`src/hw/rtl/hdlbc_pkg.sv`:
```
package hdlbc_pkg;

	// Request codes carried in the input selector.
	localparam logic [1:0] REQ_QUEUE = 2'd0;
	localparam logic [1:0] REQ_LINE  = 2'd1;
	localparam logic [1:0] REQ_FLUSH = 2'd2;

	// Result kinds.
	localparam logic KIND_LINE  = 1'b0;
	localparam logic KIND_FLUSH = 1'b1;

	localparam logic [7:0] PREAMBLE = 8'hFF;

	typedef enum logic [2:0] {
		ST_IDLE,
		ST_EXEC,
		ST_TX_RD,
		ST_TX_OUT,
		ST_FL_RD,
		ST_FL_OUT
	} state_t;

	typedef enum logic [1:0] {
		SEL_PRE,
		SEL_RING,
		SEL_FLUSH
	} out_sel_t;

	typedef struct packed {
		logic     cap_in;
		logic     ring_wr;
		logic     tx_rd;
		logic     tail_inc;
		logic     set_tx;
		logic     clr_tx;
		logic     set_await;
		logic     clr_await;
		logic     rx_wr;
		logic     rx_rd;
		logic     idx_inc;
		logic     flush_clr;
		logic     load_out;
		out_sel_t out_sel;
	} dp_cmd_t;

	typedef struct packed {
		logic [1:0] req;
		logic       byte_zero;
		logic       ring_full;
		logic       ring_empty;
		logic       transmitting;
		logic       awaiting;
		logic       tx_empty;
		logic       rx_ok;
		logic       rx_nonempty;
		logic       flush_last;
		logic       out_free;
	} dp_stat_t;

endpackage

```
`src/hw/rtl/half_duplex_link_buffer_controller_core.sv`:
```
// Buffer controller for a single-wire half-duplex serial link.
// The input stream (s_*) carries one event per item: the request code in s_tuser
// (queue a host byte, line interrupt, or tick flush) and the byte and line flags
// in s_tdata. The output stream (m_*) carries bytes driven onto the line
// (m_tuser 0) and bytes of a flushed receive packet (m_tuser 1, m_tlast on the
// final one); m_tdata also reports the link mode after the event.
// Items are handled one at a time. An event is accepted in the idle state and
// handled in an execute state; sending a queued byte goes on through a ring read
// state and an output state, because the transmit ring is a memory with a
// registered read port. A flush streams RX_LEN bytes, each through a read state
// and an output state, because the packet buffer also has a registered read.
// A result sits in an output register; the block accepts the next item while it
// waits, but stops before producing another result until the receiver takes it,
// so a stalled receiver holds the block and nothing is lost.
// Reset puts the link in receive mode with an empty ring and an empty packet.
// The packet buffer needs no clearing pass: its fill count marks which entries
// hold data, and entries beyond it are given out as zero.
module half_duplex_link_buffer_controller_core #(
	parameter int TX_DEPTH = 64,
	parameter int RX_LEN   = 32
) (
	input  logic        clk,
	input  logic        arst_n,
	input  logic        s_tvalid,
	output logic        s_tready,
	// data_byte[7:0], tx_empty[8], rx_ready[9], framing_error[10],
	// overrun_error[11], zero padding[15:12]
	input  logic [15:0] s_tdata,
	// req_type[1:0]
	input  logic [1:0]  s_tuser,
	output logic        m_tvalid,
	input  logic        m_tready,
	// out_byte[7:0], in_transmit[8], zero padding[15:9]
	output logic [15:0] m_tdata,
	// out_last
	output logic        m_tlast,
	// out_kind[0]
	output logic        m_tuser
);

	// Commands from the controller and status back from the datapath.
	hdlbc_pkg::dp_cmd_t  cmd;
	hdlbc_pkg::dp_stat_t st;

	hdlbc_ctrl u_ctrl (
		.clk      (clk),
		.arst_n   (arst_n),
		.s_tvalid (s_tvalid),
		.s_tready (s_tready),
		.st       (st),
		.cmd      (cmd)
	);

	hdlbc_dp #(
		.TX_DEPTH (TX_DEPTH),
		.RX_LEN   (RX_LEN)
	) u_dp (
		.clk      (clk),
		.arst_n   (arst_n),
		.s_tdata  (s_tdata),
		.s_tuser  (s_tuser),
		.m_tvalid (m_tvalid),
		.m_tready (m_tready),
		.m_tdata  (m_tdata),
		.m_tlast  (m_tlast),
		.m_tuser  (m_tuser),
		.cmd      (cmd),
		.st       (st)
	);

endmodule

```
`src/hw/rtl/hdlbc_ctrl.sv`:
```
module hdlbc_ctrl (
	input  logic                clk,
	input  logic                arst_n,
	input  logic                s_tvalid,
	output logic                s_tready,
	input  hdlbc_pkg::dp_stat_t st,
	output hdlbc_pkg::dp_cmd_t  cmd
);

	hdlbc_pkg::state_t state_q, state_d;

	always_ff @(posedge clk or negedge arst_n) begin
		if (!arst_n) begin
			state_q <= hdlbc_pkg::ST_IDLE;
		end else begin
			state_q <= state_d;
		end
	end

	always_comb begin
		state_d     = state_q;
		cmd         = '0;
		cmd.out_sel = hdlbc_pkg::SEL_PRE;
		s_tready    = 1'b0;
		unique case (state_q)
			hdlbc_pkg::ST_IDLE: begin
				s_tready = 1'b1;
				if (s_tvalid) begin
					cmd.cap_in = 1'b1;
					state_d    = hdlbc_pkg::ST_EXEC;
				end
			end
			hdlbc_pkg::ST_EXEC: begin
				unique case (st.req)
					hdlbc_pkg::REQ_QUEUE: begin
						if (st.byte_zero || st.ring_full) begin
							state_d = hdlbc_pkg::ST_IDLE;
						end else if (st.transmitting) begin
							cmd.ring_wr = 1'b1;
							state_d     = hdlbc_pkg::ST_IDLE;
						end else if (st.out_free) begin
							// First byte in receive mode: turn the link round.
							cmd.ring_wr   = 1'b1;
							cmd.set_tx    = 1'b1;
							cmd.clr_await = 1'b1;
							cmd.load_out  = 1'b1;
							cmd.out_sel   = hdlbc_pkg::SEL_PRE;
							state_d       = hdlbc_pkg::ST_IDLE;
						end
					end
					hdlbc_pkg::REQ_LINE: begin
						if (!st.transmitting) begin
							cmd.rx_wr = st.rx_ok;
							state_d   = hdlbc_pkg::ST_IDLE;
						end else if (st.awaiting && st.ring_empty) begin
							// Transmit complete with nothing queued: back to receive.
							if (st.out_free) begin
								cmd.clr_tx    = 1'b1;
								cmd.clr_await = 1'b1;
								cmd.load_out  = 1'b1;
								cmd.out_sel   = hdlbc_pkg::SEL_PRE;
								state_d       = hdlbc_pkg::ST_IDLE;
							end
						end else if (st.ring_empty) begin
							cmd.set_await = 1'b1;
							state_d       = hdlbc_pkg::ST_IDLE;
						end else begin
							cmd.clr_await = 1'b1;
							state_d = st.tx_empty ? hdlbc_pkg::ST_TX_RD : hdlbc_pkg::ST_IDLE;
						end
					end
					hdlbc_pkg::REQ_FLUSH: begin
						state_d = st.rx_nonempty ? hdlbc_pkg::ST_FL_RD : hdlbc_pkg::ST_IDLE;
					end
					default: begin
						state_d = hdlbc_pkg::ST_IDLE;
					end
				endcase
			end
			hdlbc_pkg::ST_TX_RD: begin
				cmd.tx_rd = 1'b1;
				state_d   = hdlbc_pkg::ST_TX_OUT;
			end
			hdlbc_pkg::ST_TX_OUT: begin
				if (st.out_free) begin
					cmd.load_out = 1'b1;
					cmd.out_sel  = hdlbc_pkg::SEL_RING;
					cmd.tail_inc = 1'b1;
					state_d      = hdlbc_pkg::ST_IDLE;
				end
			end
			hdlbc_pkg::ST_FL_RD: begin
				cmd.rx_rd = 1'b1;
				state_d   = hdlbc_pkg::ST_FL_OUT;
			end
			hdlbc_pkg::ST_FL_OUT: begin
				if (st.out_free) begin
					cmd.load_out = 1'b1;
					cmd.out_sel  = hdlbc_pkg::SEL_FLUSH;
					cmd.idx_inc  = 1'b1;
					if (st.flush_last) begin
						cmd.flush_clr = 1'b1;
						state_d       = hdlbc_pkg::ST_IDLE;
					end else begin
						state_d = hdlbc_pkg::ST_FL_RD;
					end
				end
			end
			default: begin
				state_d = hdlbc_pkg::ST_IDLE;
			end
		endcase
	end

endmodule

```
`src/hw/rtl/hdlbc_dp.sv`:
```
module hdlbc_dp #(
	parameter int TX_DEPTH = 64,
	parameter int RX_LEN   = 32
) (
	input  logic                clk,
	input  logic                arst_n,
	input  logic [15:0]         s_tdata,
	input  logic [1:0]          s_tuser,
	output logic                m_tvalid,
	input  logic                m_tready,
	output logic [15:0]         m_tdata,
	output logic                m_tlast,
	output logic                m_tuser,
	input  hdlbc_pkg::dp_cmd_t  cmd,
	output hdlbc_pkg::dp_stat_t st
);

	localparam int TX_AW = $clog2(TX_DEPTH);
	localparam int RX_AW = (RX_LEN > 1) ? $clog2(RX_LEN) : 1;
	localparam int RX_CW = $clog2(RX_LEN + 1);
	localparam logic [TX_AW-1:0] TX_LAST = TX_AW'(TX_DEPTH - 1);
	localparam logic [RX_AW-1:0] RX_LAST = RX_AW'(RX_LEN - 1);

	// Captured item.
	logic [1:0] req_q;
	logic [7:0] byte_q;
	logic       txe_q, rxr_q, ferr_q, oerr_q;

	// Transmit ring and link mode.
	logic [7:0]       ring_mem [TX_DEPTH];
	logic [7:0]       ring_rd_q;
	logic [TX_AW-1:0] head_q, tail_q, head_nx, tail_nx;
	logic             tx_q, await_q;

	// Receive packet; entries at or beyond the fill count read as zero.
	logic [7:0]       rx_mem [RX_LEN];
	logic [7:0]       rx_rd_q;
	logic [RX_CW-1:0] rx_cnt_q;
	logic [RX_AW-1:0] idx_q;

	// Output register.
	logic       ov_q, okind_q, olast_q, otx_q;
	logic [7:0] obyte_q;
	logic [7:0] obyte_d;
	logic       otx_d;

	assign head_nx = (head_q == TX_LAST) ? '0 : head_q + 1'b1;
	assign tail_nx = (tail_q == TX_LAST) ? '0 : tail_q + 1'b1;

	always_ff @(posedge clk) begin
		if (cmd.cap_in) begin
			req_q  <= s_tuser;
			byte_q <= s_tdata[7:0];
			txe_q  <= s_tdata[8];
			rxr_q  <= s_tdata[9];
			ferr_q <= s_tdata[10];
			oerr_q <= s_tdata[11];
		end
	end

	always_ff @(posedge clk) begin
		if (cmd.ring_wr) begin
			ring_mem[head_q] <= byte_q;
		end
		if (cmd.tx_rd) begin
			ring_rd_q <= ring_mem[tail_q];
		end
	end

	always_ff @(posedge clk) begin
		if (cmd.rx_wr) begin
			rx_mem[rx_cnt_q[RX_AW-1:0]] <= byte_q;
		end
		if (cmd.rx_rd) begin
			rx_rd_q <= rx_mem[idx_q];
		end
	end

	always_ff @(posedge clk or negedge arst_n) begin
		if (!arst_n) begin
			head_q   <= '0;
			tail_q   <= '0;
			tx_q     <= 1'b0;
			await_q  <= 1'b0;
			rx_cnt_q <= '0;
			idx_q    <= '0;
		end else begin
			if (cmd.ring_wr) head_q <= head_nx;
			if (cmd.tail_inc) tail_q <= tail_nx;
			if (cmd.set_tx) begin
				tx_q <= 1'b1;
			end else if (cmd.clr_tx) begin
				tx_q <= 1'b0;
			end
			if (cmd.set_await) begin
				await_q <= 1'b1;
			end else if (cmd.clr_await) begin
				await_q <= 1'b0;
			end
			if (cmd.flush_clr) begin
				rx_cnt_q <= '0;
				idx_q    <= '0;
			end else begin
				if (cmd.rx_wr) rx_cnt_q <= rx_cnt_q + 1'b1;
				if (cmd.idx_inc) idx_q <= idx_q + 1'b1;
			end
		end
	end

	always_comb begin
		unique case (cmd.out_sel)
			hdlbc_pkg::SEL_PRE:   obyte_d = hdlbc_pkg::PREAMBLE;
			hdlbc_pkg::SEL_RING:  obyte_d = ring_rd_q;
			hdlbc_pkg::SEL_FLUSH: obyte_d = (RX_CW'(idx_q) < rx_cnt_q) ? rx_rd_q : 8'h00;
			default:              obyte_d = hdlbc_pkg::PREAMBLE;
		endcase
		otx_d = cmd.set_tx ? 1'b1 : (cmd.clr_tx ? 1'b0 : tx_q);
	end

	always_ff @(posedge clk or negedge arst_n) begin
		if (!arst_n) begin
			ov_q <= 1'b0;
		end else if (cmd.load_out) begin
			ov_q <= 1'b1;
		end else if (m_tready) begin
			ov_q <= 1'b0;
		end
	end

	always_ff @(posedge clk) begin
		if (cmd.load_out) begin
			obyte_q <= obyte_d;
			otx_q   <= otx_d;
			okind_q <= (cmd.out_sel == hdlbc_pkg::SEL_FLUSH) ? hdlbc_pkg::KIND_FLUSH
			                                                 : hdlbc_pkg::KIND_LINE;
			olast_q <= (cmd.out_sel == hdlbc_pkg::SEL_FLUSH) && (idx_q == RX_LAST);
		end
	end

	assign m_tvalid = ov_q;
	assign m_tdata  = {7'd0, otx_q, obyte_q};
	assign m_tlast  = olast_q;
	assign m_tuser  = okind_q;

	always_comb begin
		st.req          = req_q;
		st.byte_zero    = (byte_q == 8'h00);
		st.ring_full    = (head_nx == tail_q);
		st.ring_empty   = (head_q == tail_q);
		st.transmitting = tx_q;
		st.awaiting     = await_q;
		st.tx_empty     = txe_q;
		st.rx_ok        = rxr_q && !ferr_q && !oerr_q && (rx_cnt_q < RX_CW'(RX_LEN));
		st.rx_nonempty  = (rx_cnt_q != '0);
		st.flush_last   = (idx_q == RX_LAST);
		st.out_free     = !ov_q || m_tready;
	end

endmodule
```
`config.mk`:
```
export PLATFORM = sky130hd
export DESIGN_NAME = half_duplex_link_buffer_controller_core
export DESIGN_NICKNAME = d
export VERILOG_FILES = /design/src/hw/rtl/hdlbc_pkg.sv /design/src/hw/rtl/half_duplex_link_buffer_controller_core.sv /design/src/hw/rtl/hdlbc_ctrl.sv /design/src/hw/rtl/hdlbc_dp.sv
export SDC_FILE = /design/constraint.sdc
export NUM_CORES = 1
export LEC_CHECK = 0
export ABC_CLOCK_PERIOD_IN_PS = 3600
export BUFFER_PORTS_ARGS = -buffer_cell sky130_fd_sc_hd__clkbuf_2
export CAP_MARGIN = 20
export CORE_AREA = 2 2 200 300
export DETAILED_ROUTE_END_ITERATION = 10
export DIE_AREA = 0 0 202 302
export GPL_ROUTABILITY_DRIVEN = 0
export GPL_TIMING_DRIVEN = 0
export PLACE_DENSITY = 0.79
export SLEW_MARGIN = 40
export SYNTH_ARGS = -nofsm -noshare
export SYNTH_HDL_FRONTEND = slang
export SYNTH_HIERARCHICAL = 1
export SYNTH_SLANG_ARGS = --single-unit
```
`constraint.sdc`:
```
create_clock -name clk -period 3.6 [get_ports clk]
set_input_delay 0.36 -clock clk [delete_from_list [all_inputs] [get_ports clk]]
set_output_delay 0.36 -clock clk [all_outputs]
set_load 0.02 [all_outputs]
```
==> results of run 1 <==
==> cell families (layout without fill, tap and decap cells) <==
| logic type | count (synthesis) | count (layout) | synth area share [%] |
|---|---|---|---|
| and+or+nand+nor | 249 | 249 | 3.56 |
| muxes | 237 | 237 | 14.9 |
| adders and majority gates | 14 | 14 | 0.531 |
| AOI/OAI and AO/OA | 122 | 122 | 2.89 |
| buffers and inverters | 112 | 400 | 1.64 |
| DFF | 838 | 838 | 75.9 |
| xor gates and xnor gates | 21 | 21 | 0.558 |
| other | 1 | 7 | 0.0114 |
==> state kept, by name, summed over array words and instances, names as in the netlist, 2 cells and up <==
register,flops
u_ctrl/state_q,3
u_dp/byte_q,8
u_dp/head_q,6
u_dp/idx_q,5
u_dp/obyte_q,8
u_dp/req_q,2
u_dp/ring_mem,512
u_dp/ring_rd_q,8
u_dp/rx_cnt_q,6
u_dp/rx_mem,256
u_dp/rx_rd_q,8
u_dp/tail_q,6
==> cells in the final DEF (no fill, tap or decap), drive strengths merged, types with 6 or more instances in the layout <==
| master | synthesis | routed |
|---|---|---|
| dlygate4sd3 | 0 | 15 |
| nand2 | 33 | 33 |
| nand3 | 28 | 28 |
| nor2b | 7 | 7 |
| a22oi | 15 | 15 |
| edfxtp | 809 | 809 |
| mux2 | 16 | 16 |
| bufinv | 0 | 6 |
| a221oi | 22 | 22 |
| o21ai | 14 | 14 |
| o311ai | 6 | 6 |
| inv | 14 | 16 |
| nor2 | 127 | 127 |
| a21oi | 15 | 15 |
| a221o | 14 | 14 |
| nand4 | 10 | 10 |
| clkbuf | 45 | 170 |
| o221ai | 6 | 6 |
| clkinv | 2 | 32 |
| buf | 51 | 159 |
| xor2 | 8 | 8 |
| conb | 1 | 7 |
| mux2i | 19 | 19 |
| xnor2 | 13 | 13 |
| a22o | 12 | 12 |
| dfrtp | 29 | 29 |
| nor3 | 7 | 7 |
| mux4 | 202 | 202 |
| ha | 14 | 14 |
| nand2b | 9 | 9 |
==> worst max path at each step <==
stage / from / to / slack (ns) / cells after the start
final: u_dp/head_q[0] / u_dp/ring_mem[6][3] / -0.003 / 16
after global routing: u_dp/head_q[0] / u_dp/ring_mem[54][0] / -0.09 / 16
after CTS: u_dp/tail_q[2] / u_dp/ring_mem[54][3] / 0.008 / 16
after detailed placement: u_dp/tail_q[1] / u_dp/ring_mem[35][2] / -1.63 / 11
after global placement: u_dp/byte_q[1] / u_dp/ring_mem[35][2] / -2.66 / 7
after floorplan: u_dp/byte_q[5] / u_dp/ring_mem[11][0] / -0.14 / 7
==> power by group through the flow <==
stage | Combinational (mW) | Clock, mW | Sequential (mW)
floorplan | 2.54 | 0 | 11.4
global route | 4.14 | 8.46 | 11.1
global placement | 3.54 | 0 | 11.4
finish | 3.98 | 8.01 | 11.1
detailed placement | 3.74 | 0 | 11.3
CTS | 3.86 | 8.10 | 11.1
==> layout make-up <==
class                   instances  area share [%]
flip-flops and latches        838            64.2
inverters                      16           0.154
plain buffers                  90            1.35
multi-input cells             650            20.7
clock buffers                 101            5.39
clock inverters                40           0.947
repair buffers                153            4.74
well taps                     777            2.49
==> metrics by stage <==
step | instances | total power, mW | util, %
after floorplan | 1600 | 13.9 | -
after global placement | 2407 | 14.9 | 58.5
after detailed placement | 2453 | 15.0 | 59.5
after CTS | 2661 | 23.1 | 66.4
after global routing | 2665 | 23.7 | 66.6
final | 2665 | 23.1 | 66.6
==> repair_timing <==
action                     CTS  global route
setup endpoints to repair  530           520
hold buffers                15             0
hold endpoints to repair    43             0
pin swaps                   52            10
resized for setup          114            34
setup buffers               56             5
==> metal layers <==
metal  global-route usage [%]  share of wire, %  up-vias
met2                     48.5                53     1168
met5                        0                 0        -
met1                     30.4                32     8988
met4                     18.6               7.6        0
met3                     4.55               7.4      326
li1                         -                 -     7078
==> worst min-delay path, delay by kind of cell <==
family	cells	cell delay, ns
AOI/OAI and AO/OA	2	0.22
buffers and inverters	1	0.09
and+or+nand+nor	1	0.08
==> impl_metrics.env, run 1 <==
export IMPL_post_synth_num_cell_types=62
export IMPL_dp_hpwl_mm=53.1
export IMPL_wl_mm=82.2
export IMPL_ys_dominant_reg_cell="edfxtp_1"
export IMPL_syn_area_um2=33000
export IMPL_violations="setup timing"
export IMPL_numCtsBuffers=76
export IMPL_leakage_nw=12.4
export IMPL_synth_area_leaders="edfxtp_1, mux4_2, dfrtp_1"
export IMPL_max_stage_delay_ns=0.45
export IMPL_tns_ns=-0.00548
export IMPL_worstHoldPathCells=4
export IMPL_grt_pass1_wl_mm=119
export IMPL_drv_slew=0
export IMPL_antenna_left=0
export IMPL_setup_viol=2
export IMPL_cpMostUsedCell="buf_12"
export IMPL_io_pins=42
export IMPL_syn2layout_area_growth_pct=18.2
export IMPL_clk_pin_slew_ns=0.06
export IMPL_hp_start="s_tvalid"
export IMPL_min_to="u_ctrl/state_q[0]"
export IMPL_seq_power_share_pct=48.1
export IMPL_max_freq_mhz=278
export IMPL_synth_most_common_cell="edfxtp_1"
export IMPL_grt_max_degree=30
export IMPL_gr_total_overflow=0
export IMPL_dr_pass1_iters=7
export IMPL_htreeDepth=3
export IMPL_clkPwrFrac_pct=34.7
export IMPL_yosysSeqAreaShare_pct=75.9
export IMPL_start_kind="flip-flop"
export IMPL_arrival_ns=3.93
export IMPL_synth_top_cells_by_count="edfxtp_1, mux4_2, nor2_1"
export IMPL_ir_drop_mv=0.387
export IMPL_cellPowerDensity_nw_per_um2=592
export IMPL_cp_top_family="simple AND/OR/NAND/NOR gates"
export IMPL_worstPathBufferInverterCount=6
export IMPL_fin_worst_hold_slack_ns=0.153
export IMPL_grt_usage_pct=27.4
export IMPL_die_h_um=302
export IMPL_clock_skew_ns=0.0471
export IMPL_relSlewSlack_pct=37.0
export IMPL_seq_area_um2=25000
export IMPL_setup_ws_ns=-0.00275
export IMPL_outcome="complete, but fails checks"
export IMPL_clockBufferDepth=3
export IMPL_rows=109
export IMPL_hold_viol=0
export IMPL_slowest_stage="dfrtp_2"
export IMPL_yosysTopAreaCell="edfxtp_1"
export IMPL_synth_seq_cells=838
export IMPL_vias_per_cell=6.59
export IMPL_stdcell_area_um2=39000
export IMPL_synth_top_area_share_pct=73.7
export IMPL_cp_required_ns=3.93
export IMPL_tightest_slew_ns=0.946
export IMPL_die_w_um=202
export IMPL_switching_share_pct=25.1
export IMPL_synth_async_reset_ratio_pct=3.46
export IMPL_start_util_pct=56.3
export IMPL_worstSetupEndpointType="flip-flop"
export IMPL_cp_cell_sequence="buf_12, nand4_1, buf_4, nor2b_2, a21oi_2, xnor2_2, nor3_4, or3_4, nor4_4, buf_6, nor2b_4, buf_12, nand3_4, buf_12, nor2_4, buf_12"
export IMPL_cts_root_buf="clkbuf_16"
export IMPL_switchingPower_mw=5.79
export IMPL_postSynthCellCount=1594
export IMPL_drt_initial_drc_count=2168
export IMPL_nNetsFinal=1861
export IMPL_core_area_um2=58500
export IMPL_fin_crit_ns=3.60
export IMPL_r2r_end="u_dp/ring_mem[6][3]"
export IMPL_wl_per_cell_um=30.9
export IMPL_layout_drive_gt1_share_pct=32.6
export IMPL_num_vias=17600
export IMPL_clock_sinks=838
export IMPL_synth_edf_count=809
export IMPL_grt_pass1_vias=18000
export IMPL_r2r_start="u_dp/head_q[0]"
export IMPL_path_max_fanout=9
export IMPL_period_share_pct=100
export IMPL_crit_type="flip-flop to flip-flop"
export IMPL_place_area_um2=34800
export IMPL_antenna_found_initial=0
export IMPL_share_comb_of_total_power_pct=17.2
export IMPL_avgSynthCellArea_um2=20.7
export IMPL_reg2regPathDepth=16
export IMPL_clkLatencyLatePin_ns=0.66
export IMPL_yosys_warnings=6
export IMPL_diodes=0
export IMPL_r2r_slack_ns=-0.003
export IMPL_holdCritPathClass="primary input to flip-flop"
export IMPL_drc=0
export IMPL_port_buffers=30
export IMPL_internal_power_mw=17.3
export IMPL_multi_input_area_um2=8070
export IMPL_dieArea_um2=61000
export IMPL_fillCellCount=3469
export IMPL_max_cap_violations=0
export IMPL_cts_tree="done"
export IMPL_pre_cts_ws_ns=-1.63
(Power assumes the default switching activity.)
==> run 2: changes to the inputs <==
Settings changed: CAP_MARGIN 20 to default, PLACE_DENSITY 0.79 to 0.75.
==> run 2 against run 1 <==
The flow now finishes without violations. Count of clock-buffer cells in the layout fell by 9. Die area unchanged. Setup slack gained 0.014 ns. Largest power group unchanged. Sequential power about the same.
==> impl_metrics.env, run 2 (same netlist as run 1, synthesis figures left out) <==
export IMPL_outcome="finished, final reports clean"
export IMPL_seq_power_share_pct=48.6
export IMPL_fin_crit_ns=3.59
export IMPL_fin_worst_hold_slack_ns=0.180
export IMPL_htreeDepth=3
export IMPL_clkLatencyLatePin_ns=0.62
export IMPL_top_register="u_dp/ring_mem"
export IMPL_leakage_nw=12.4
export IMPL_io_pins=42
export IMPL_worstSetupEndpointType="flip-flop"
export IMPL_grt_pass1_wl_mm=115
export IMPL_cts_root_buf="clkbuf_16"
export IMPL_antenna_left=0
export IMPL_drv_slew=0
export IMPL_drc=0
export IMPL_fillCellCount=3542
export IMPL_cellPowerDensity_nw_per_um2=588
export IMPL_num_vias=17100
export IMPL_share_comb_of_total_power_pct=17.3
export IMPL_die_w_um=202
export IMPL_seq_area_um2=25000
export IMPL_dr_pass1_iters=7
export IMPL_pre_cts_ws_ns=-1.86
export IMPL_period_share_pct=99.7
export IMPL_gr_total_overflow=0
export IMPL_r2r_slack_ns=0.01
export IMPL_rows=109
export IMPL_antenna_found_initial=0
export IMPL_relSlewSlack_pct=41.2
export IMPL_path_max_fanout=8
export IMPL_final_cell_mix="edfxtp_1, mux4_2, clkbuf_16"
export IMPL_numCtsBuffers=76
export IMPL_max_freq_mhz=279
export IMPL_multi_input_area_um2=8060
export IMPL_clock_skew_ns=0.0216
export IMPL_die_h_um=302
export IMPL_drt_initial_drc_count=2004
export IMPL_grt_max_degree=30
export IMPL_vias_per_cell=6.43
export IMPL_crit_type="flip-flop to flip-flop"
export IMPL_cts_tree="done"
export IMPL_layout_drive_gt1_share_pct=32.8
export IMPL_internal_power_mw=17.1
export IMPL_start_util_pct=56.3
export IMPL_port_buffers=30
export IMPL_switching_share_pct=25.1
export IMPL_hold_viol=0
export IMPL_grt_pass1_vias=17500
export IMPL_max_cap_violations=0
export IMPL_holdCritPathClass="primary input to flip-flop"
export IMPL_start_kind="flip-flop"
export IMPL_stdcell_area_um2=38800
export IMPL_diodes=0
export IMPL_tightest_slew_ns=0.882
export IMPL_clockBufferDepth=3
export IMPL_final_common_cell="edfxtp_1"
export IMPL_arrival_ns=3.91
export IMPL_syn2layout_area_growth_pct=17.7
export IMPL_nNetsFinal=1858
export IMPL_clkPwrFrac_pct=34.2
export IMPL_clock_sinks=838
export IMPL_dp_hpwl_mm=53.4
export IMPL_core_area_um2=58500
export IMPL_place_area_um2=34800
export IMPL_wl_mm=78.3
export IMPL_grt_usage_pct=26.3
export IMPL_clk_pin_slew_ns=0.06
export IMPL_wl_per_cell_um=29.5
export IMPL_largest_reg_flops=512
export IMPL_setup_ws_ns=0.0111
export IMPL_setup_viol=0
export IMPL_ir_drop_mv=0.433
export IMPL_dieArea_um2=61000
export IMPL_switchingPower_mw=5.74
export IMPL_cp_required_ns=3.93
-- run 2: layer usage --
layer | up-vias | share of wire, % | global-route usage, %
met5 | - | 0 | 0
met4 | 0 | 6.3 | 15.9
met3 | 253 | 6.2 | 3.66
met2 | 924 | 53 | 47.2
met1 | 8839 | 34 | 29.9
li1 | 7046 | - | -
-- run 2: power by group through the flow --
stage / Clock (mW) / Combinational, mW / Sequential, mW
2_1_floorplan: 0 / 2.54 / 11.4
3_3_place_gp: 0 / 3.55 / 11.4
3_5_place_dp: 0 / 3.76 / 11.3
4_1_cts: 7.93 / 3.86 / 11.1
5_1_grt: 8.28 / 4.14 / 11.1
6_report: 7.81 / 3.94 / 11.1
-- run 2: final cells by class --
type	count	area share (%)
plain buffers	90	1.33
clock buffers	92	5.11
clock inverters	40	0.996
inverters	16	0.155
multi-input cells	650	20.8
flip-flops and latches	838	64.5
well taps	777	2.50
repair buffers	150	4.67
-- run 2: metrics by stage --
step	util [%]	cells	setup TNS [ns]	power, mW
2_1_floorplan	-	1600	-36.80	13.9
3_3_place_gp	58.5	2407	-1236.69	14.9
3_5_place_dp	59.5	2453	-807.69	15.1
4_1_cts	66.1	2651	0	22.9
5_1_grt	66.3	2653	-3.15	23.5
6_report	66.3	2653	0	22.8
-- run 2: path summary, 6_finish.rpt --
kind,from,endpoint,cells after the start
setup / recovery,u_dp/head_q[1],u_dp/ring_mem[38][3],15
hold / removal,s_tvalid,u_ctrl/state_q[0],4
setup reg to reg,u_dp/head_q[1],u_dp/ring_mem[38][3],15
hold reg to reg,u_dp/await_q,u_dp/await_q,1
max in group asynchronous,arst_n,u_dp/head_q[5],2
min in group asynchronous,arst_n,u_dp/await_q,2
-- run 2: timing repair --
item                                   4_1_cts  5_1_grt
setup endpoints to repair                  530      520
resized for setup                          112       27
pin swaps                                   53        4
endpoints found under the hold margin       43        0
hold buffers                                15        0
buffers inserted                            55        2
-- run 2: critical path: stages, from the launching register on --
cell and delay [ns]:
dfrtp_2 0.42, ha_4 0.20, inv_1 0.10, o21ai_2 0.16, nand2_1 0.08, a22oi_2 0.28, xnor2_2 0.18, nor3_4 0.09
or3_4 0.41, nor4_4 0.23, buf_6 0.18, nor2b_4 0.33, nand3_4 0.14, buf_12 0.22, nor2_4 0.11, buf_12 0.15
